--- config.mk ---
export PLATFORM = sky130hd
export DESIGN_NAME = rdsm_lane_map
export DESIGN_NICKNAME = d
export VERILOG_FILES = /design/src/rtl/core/rdsm_pkg.sv /design/src/rtl/core/rdsm_lane_map.sv
export SDC_FILE = /design/constraint.sdc
export NUM_CORES = 1
export LEC_CHECK = 0
export BUFFER_PORTS_ARGS = -buffer_cell sky130_fd_sc_hd__buf_2
export CAP_MARGIN = 20
export CORE_ASPECT_RATIO = 0.75
export CORE_MARGIN = 3
export CORE_UTILIZATION = 30
export DETAILED_ROUTE_END_ITERATION = 16
export PLACE_DENSITY = 0.67
export SYNTH_ARGS = -nofsm -noshare
export SYNTH_HDL_FRONTEND = slang
export SYNTH_SLANG_ARGS = --single-unit
--- constraint.sdc ---
create_clock -name vclk -period 2.06
set_input_delay 0.103 -clock vclk [all_inputs]
set_output_delay 0.103 -clock vclk [all_outputs]
set_load 0.01 [all_outputs]
--- src/rtl/core/rdsm_pkg.sv ---
// rdsm_pkg: constants, codes and the per-lane request type of the
// region-decoded sized memory. No dependencies.
package rdsm_pkg;

  // address split
  localparam int ADDR_BITS   = 32;
  localparam int OFFSET_BITS = 20;
  localparam int SEL_BITS    = ADDR_BITS - OFFSET_BITS;
  localparam int LANES       = 4;
  localparam int LANE_BITS   = 2;
  localparam int ROW_BITS    = OFFSET_BITS - LANE_BITS;
  localparam int REGION_BITS = 2;
  localparam int RAM_ABITS   = REGION_BITS + ROW_BITS;
  localparam int RAM_DEPTH   = 1 << RAM_ABITS;

  // region selects in the top address bits
  localparam logic [SEL_BITS-1:0] SEL_PROGRAM = SEL_BITS'(12'h004);
  localparam logic [SEL_BITS-1:0] SEL_DATA    = SEL_BITS'(12'h100);
  localparam logic [SEL_BITS-1:0] SEL_STACK   = SEL_BITS'(12'h800);

  // region codes inside each lane memory
  localparam logic [REGION_BITS-1:0] REGION_PROGRAM = 2'd0;
  localparam logic [REGION_BITS-1:0] REGION_DATA    = 2'd1;
  localparam logic [REGION_BITS-1:0] REGION_STACK   = 2'd2;

  // access kinds and sizes
  localparam logic OP_READ  = 1'b0;
  localparam logic OP_WRITE = 1'b1;

  localparam logic [1:0] SIZE_BYTE = 2'd0;
  localparam logic [1:0] SIZE_HALF = 2'd1;
  localparam logic [1:0] SIZE_WORD = 2'd2;
  localparam logic [1:0] SIZE_BAD  = 2'd3;

  // status codes
  localparam logic [1:0] STATUS_OK       = 2'd0;
  localparam logic [1:0] STATUS_UNMAPPED = 2'd1;
  localparam logic [1:0] STATUS_BAD_SIZE = 2'd2;

  // one byte-lane memory request
  typedef struct packed {
    logic                 en;
    logic                 we;
    logic [RAM_ABITS-1:0] addr;
    logic [7:0]           wdata;
    logic [1:0]           pos;   // byte position in the result, 0 is least significant
  } lane_req_t;

endpackage

--- src/rtl/core/rdsm_lane_map.sv ---
// rdsm_lane_map: spreads one sized big-endian access over the four byte lanes.
// Depends on rdsm_pkg.
module rdsm_lane_map (
  input  logic                                        go,
  input  logic                                        op,
  input  logic [1:0]                                  size,
  input  logic [rdsm_pkg::REGION_BITS-1:0]            region,
  input  logic [rdsm_pkg::OFFSET_BITS-1:0]            offset,
  input  logic [31:0]                                 write_data,
  output rdsm_pkg::lane_req_t [rdsm_pkg::LANES-1:0]   req
);
  import rdsm_pkg::*;

  logic [LANE_BITS-1:0] lane0;
  logic [ROW_BITS-1:0]  row0;
  logic [1:0]           last;

  assign lane0 = offset[LANE_BITS-1:0];
  assign row0  = offset[OFFSET_BITS-1:LANE_BITS];

  // index of the last byte of the access
  always_comb begin
    case (size)
      SIZE_BYTE: last = 2'd0;
      SIZE_HALF: last = 2'd1;
      default:   last = 2'd3;
    endcase
  end

  // byte i of the access sits in lane (offset + i) mod 4; lanes below the
  // start lane hold bytes that carried into the next row (wraps in region)
  always_comb begin
    logic [LANE_BITS-1:0] idx;
    logic [LANE_BITS-1:0] pos;
    logic [ROW_BITS-1:0]  row;
    for (int l = 0; l < LANES; l++) begin
      idx = LANE_BITS'(l) - lane0;
      pos = last - idx;
      row = row0 + ROW_BITS'(LANE_BITS'(l) < lane0);
      req[l].en    = go && (idx <= last);
      req[l].we    = (op == OP_WRITE);
      req[l].addr  = {region, row};
      req[l].wdata = 8'(write_data >> {pos, 3'b000});
      req[l].pos   = pos;
    end
  end

endmodule

==> metrics.md, run 1 <==
| Metric | Value |
|---|---|
| Status | finished, final reports clean |
| Clk_buf instances | 0 |
| Power Density | 343 nW/um^2 |
| Final setup fails | 0 |
| Dpl cells | 473 |
| Max-Cap Viols | 0 |
| Synth Cell Area | 2230 sq um |
| Fmax | 488 MHz |
| Vias in the first global route | 2,175 |
| Site Rows | 26 |
| Seq_cells | 0 |
| FF/Latch Area | 0 sq um |
| Yosys cell types | 37 |
| Slew margin rel. | between 60% and 70% |
| Placer Congestion | about 1 |
| Startpoint Class | input pin |
| CP Data Arrival Time | 1950 ps |
| Hold Path Class | input pin to output pin |
| Sequential element share of the synthesized area | 0% |
| Port bufs | 171 |
| Slew Viols, Final | 0 |
| Die width | 106 microns |
| Final setup margin | 9.19 ps |
| Post-Syn Area per Cell | 9.12 sq um |
| Drt wl/cell | about 17 microns |
| Final hold vios | 0 |
| Die Y | 80.7 microns |
| Period utilization | 99.6% |
| Finished Layout Cells | 477 |
| Boundary pin count | 186 |
| CTS Hold Buffers Added | 0 |
| Synth Instances | about 250 |
| Grt ovf | 0 |
| Fillcell total | 718 |
| Worst-margin pin slew | ~460 ps |
| Initial antenna violation count | 0 |
| Setup CP Type | input pin to output pin |
| Die area | 8530 sq um |
| Routed Antenna Nets | 0 |
| WL final | 8.17 mm |
| Worst vdd ir | between 0.15 and 0.2 mV |
| YS warnings | 0 |
| Initial Util | around a third |
| All-Layer GR Usage | between 10% and 20% |
| Post-DP HPWL | 6.75 mm |
| CP Max Fanout | 5 |
| Total number of vias | 2,387 |
| Largest net degree at the start of global routing | 38 |
| N_diodes | 0 |
| First-pass GRT wire length | 11.3 mm |
| DRC Markers | 0 |
| Synthesis-to-layout area growth | 42.2% |
| RSZ-0062 raised after global routing | true |
| Tot Pwr | roughly 1.1 mW |
| Sum of negative setup slack | 0 ps |
| Crit end category | output pin |
| Initial DRC Count | 85 |
| Leakage power | 1.49 nW |
| Layout cells sized above 1 | 62.5% |
| Vias per cell | between 5 and 6 |
| DRT Pass-1 Iters | 4 |
| NumNets Final | 457 |
| Place WS | -71.8 ps |
| Worst EP required | 1960 ps |
| Min cycle time layout | 2050 ps |
| Syn Nets | 321 |
| Hold WS | 206 ps |
| Core Box Area | 7030 sq um |
repair_timing:
item	CTS	global route
buffers inserted	0	3
gates cloned	0	1
setup endpoints to repair	16	13
pin swaps	1	3
hold endpoints to repair	0	0
resized for setup	4	21
routing by layer:
layer  global-route usage (%)  wire length [microns]  vias to the layer above
met3                    0.964                    484                        4
met4                    0.906                     67                        0
met1                     23.5                   3440                     1195
met5                        0                      0                        -
met2                     28.6                   4180                       84
li1                         -                      -                     1104
synthesized netlist by cell type (2+ instances only):
cell type / count / area, sq um
clkbuf_2: 2 / 10.0
buf_4: 34 / 255
inv_1: 10 / 37.5
buf_2: 7 / 35.0
and2_1: 3 / 18.8
a21oi_1: 2 / 10.0
nor4_1: 2 / 12.5
xor2_1: 26 / 228
nand4_1: 5 / 31.3
buf_6: 2 / 22.5
ha_1: 14 / 175
nand3_1: 10 / 50.1
nor2_1: 23 / 86.3
nor3_1: 4 / 20.0
clkbuf_1: 10 / 37.5
xnor2_1: 19 / 166
o21a_1: 2 / 15.0
or3_4: 2 / 22.5
fa_1: 4 / 80.1
mux4_2: 32 / 721
nand2_1: 15 / 56.3
nor2b_1: 2 / 12.5
cells by family (layout without fill, tap and decap cells):
family / Yosys count / count (layout) / synth area share (%)
adder cells (fa/ha/maj): 18 / 18 / 11.4
buffers and inverters: 66 / 200 / 18.0
multiplexers: 32 / 32 / 32.3
AO/OA/AOI/OAI: 8 / 8 / 2.41
XOR/XNOR: 46 / 46 / 18.4
AND/OR/NAND/NOR: 75 / 75 / 17.5
cell type report:
cell class                      count  area, sq um  share of cell area (%)
Inverter                           10         45.0                    1.42
Multi-Input combinational cell    179         1870                    58.8
Tap cell                           98          123                    3.86
Timing Repair Buffer              190         1140                    36.0
cells in the final DEF, fill, tap and decap left out, types with 2 or more instances in the layout:
master and n:
buf_2 162, mux4_2 32, xor2_1 26, nor2_1 22, xnor2_1 19, nand2_1 15, buf_4 13, ha_1 12
nand3_1 10, buf_6 7, inv_1 6, nand4_1 5, buf_12 5, nor3_1 4, and2_1 3, fa_1 3
or3_4 2, nor4_1 2, inv_2 2, a21oi_1 2, nor2b_1 2, o21a_1 2, ha_4 2, buf_8 2
metrics by stage:
stage | util [%] | instance area (sq um)
floorplan | - | 2240
global placement | 43.0 | 3020
detailed placement | 43.0 | 3020
CTS | 43.3 | 3050
global route | 45.2 | 3180
finish | 45.2 | 3180
final timing paths:
kind                  start        to  slack [ps]  cells after the start
hold / removal    region[0]  req[124]         210                      0
setup / recovery  offset[1]    req[2]           9                      8
power by group:
part | internal, mW | switching (mW) | leakage, nW | total, mW
clock network | 0 | 0 | 0 | 0
logic | 0.564 | 0.525 | 1.49 | 1.09
registers | 0 | 0 | 0 | 0
total | 0.564 | 0.525 | 1.49 | 1.09
worst max-delay path: stages:
cell,delay (ps)
buf_8,80
inv_6,30
ha_4,280
inv_2,40
fa_2,600
buf_12,140
mux4_2,520
buf_6,150
(Power assumes the default switching activity.)
==> run 2: changes to the inputs <==
==> constraint.sdc (replaced) <==
create_clock -name vclk -period 2.06
set_input_delay 0.412 -clock vclk [all_inputs]
set_output_delay 0.412 -clock vclk [all_outputs]
set_load 0.01 [all_outputs]
==> metrics.md, run 2 (synthesized netlist as in run 1, its figures left out) <==
| Metric | Value |
|---|---|
| Status | complete, but fails checks |
| Violated checks | setup timing |
| Initial Util | 31.8% |
| Drt wl/cell | about 18 microns |
| Dpl cells | ~510 |
| First-pass GRT wire length | 13.6 mm |
| Post-route cell area | 4250 sq um |
| Vias in the first global route | ~2,600 |
| Crit end category | output pin |
| Power Density | approximately 310 nW/um^2 |
| CP startpoint | size[1] |
| Site Rows | 26 |
| Die area | roughly 8500 sq um |
| Finished Layout Cells | 531 |
| N_diodes | 0 |
| NumNets Final | 511 |
| Slew Viols, Final | 0 |
| Die width | 106 microns |
| Startpoint Class | input pin |
| FF/Latch Area | 0 sq um |
| Hold Path Class | input pin to output pin |
| DP Area | 3300 sq um |
| CP Data Arrival Time | about 2300 ps |
| Final hold vios | 0 |
| Grt ovf | 0 |
| Worst vdd ir | 0.214 mV |
| DRC Markers | 0 |
| Commonest non-fill, non-tap cells in the layout | buf_2 (141), buf_4 (46), buf_6 (42) |
| DRT Pass-1 Iters | 4 |
| Vias per cell | 5.11 |
| Fmax | 376 MHz |
| Initial antenna violation count | 0 |
| Final setup margin | -597 ps |
| Core Box Area | approximately 7000 sq um |
| CP Max Fanout | 9 |
| Period utilization | 129% |
| Slew margin rel. | roughly three quarters |
| WL final | 9.47 mm |
| Initial DRC Count | ~130 |
| Setup CP Type | input pin to output pin |
| Clk_buf instances | 0 |
| Hold path start | region[1] |
| Worst EP required | 1650 ps |
| WHS Endpoint | req[125] |
| All-Layer GR Usage | a little under 20% |
| RSZ-0062 raised after global routing | true |
| Largest net degree at the start of global routing | 16 |
| Leakage power | 2.01 nW |
| Hold Path Cell Cnt | 0 |
| Worst-margin pin slew | 382 ps |
| Layout cells sized above 1 | 81.1% |
| Min cycle time layout | between 2000 and 3000 ps |
| Boundary pin count | 186 |
| Routed Antenna Nets | 0 |
| Die Y | 80.7 microns |
| Post-DP HPWL | 7.21 mm |
| Most common cell after layout, fill and taps aside | buf_2 |
| Seq_cells | 0 |
| Final setup fails | 56 |
| CTS Hold Buffers Added | 0 |
| Total number of vias | 2,714 |
| Port bufs | roughly 170 |
| Max-Cap Viols | 0 |
| Placer Congestion | between 0.9 and 1 |
| Synthesis-to-layout area growth | 90.5% |
[run 2: per-layer routing]
| metal | vias to the layer above | track usage, % | wire [microns] |
|---|---|---|---|
| li1 | 1215 | - | - |
| met1 | 1372 | 26.7 | 3810 |
| met2 | 113 | 33.9 | 5040 |
| met3 | 14 | 2.25 | 484 |
| met4 | 0 | 3.23 | 134 |
| met5 | - | 0 | 0 |
[run 2: final cells by class]
class	instances	area, sq um
Timing Repair Buffer	244	1800
Tap cell	98	123
Multi-Input combinational cell	179	2280
Fill cell	641	2770
Inverter	10	45.0
[run 2: what timing repair did]
action	in CTS	in global routing
endpoints found under the setup margin	81	77
hold endpoints to repair	0	0
pin swaps	30	30
cloned	2	0
setup buffers	12	12
resized for setup	106	63
[run 2: worst max-delay path: stages]
cell and delay (ps):
buf_8 100, nor2_4 140, ha_1 190, inv_1 50
fa_1 530, buf_12 150, mux4_2 510, buf_2 160
[run 2: worst max-delay path by stage]
stage	endpoint	slack (ps)	cells past startpoint
final	req[69]	-600	8
after global routing	req[69]	-640	8
after CTS	req[69]	-570	8
after detailed placement	req[69]	-610	7
after global placement	req[68]	-570	7
after floorplan	req[2]	-460	6
[run 2: report_power, final]
group,total [mW],internal [mW],switching [mW]
registers,0,0,0
clock network,0,0,0
logic,1.34,0.742,0.598
[run 2: through the flow]
step	total power, mW	hold WS [ps]	setup slack, ps	TNS (ps)	utilization (%)
final	1.34	824	-597	-19200	60.5
after global routing	1.42	824	-643	-22280	60.5
after CTS	1.25	824	-571	-19140	55.7
after detailed placement	1.06	824	-606	-23020	46.9
after global placement	1.04	824	-569	-20650	46.9
after floorplan	0.671	883	-457	-9060	-
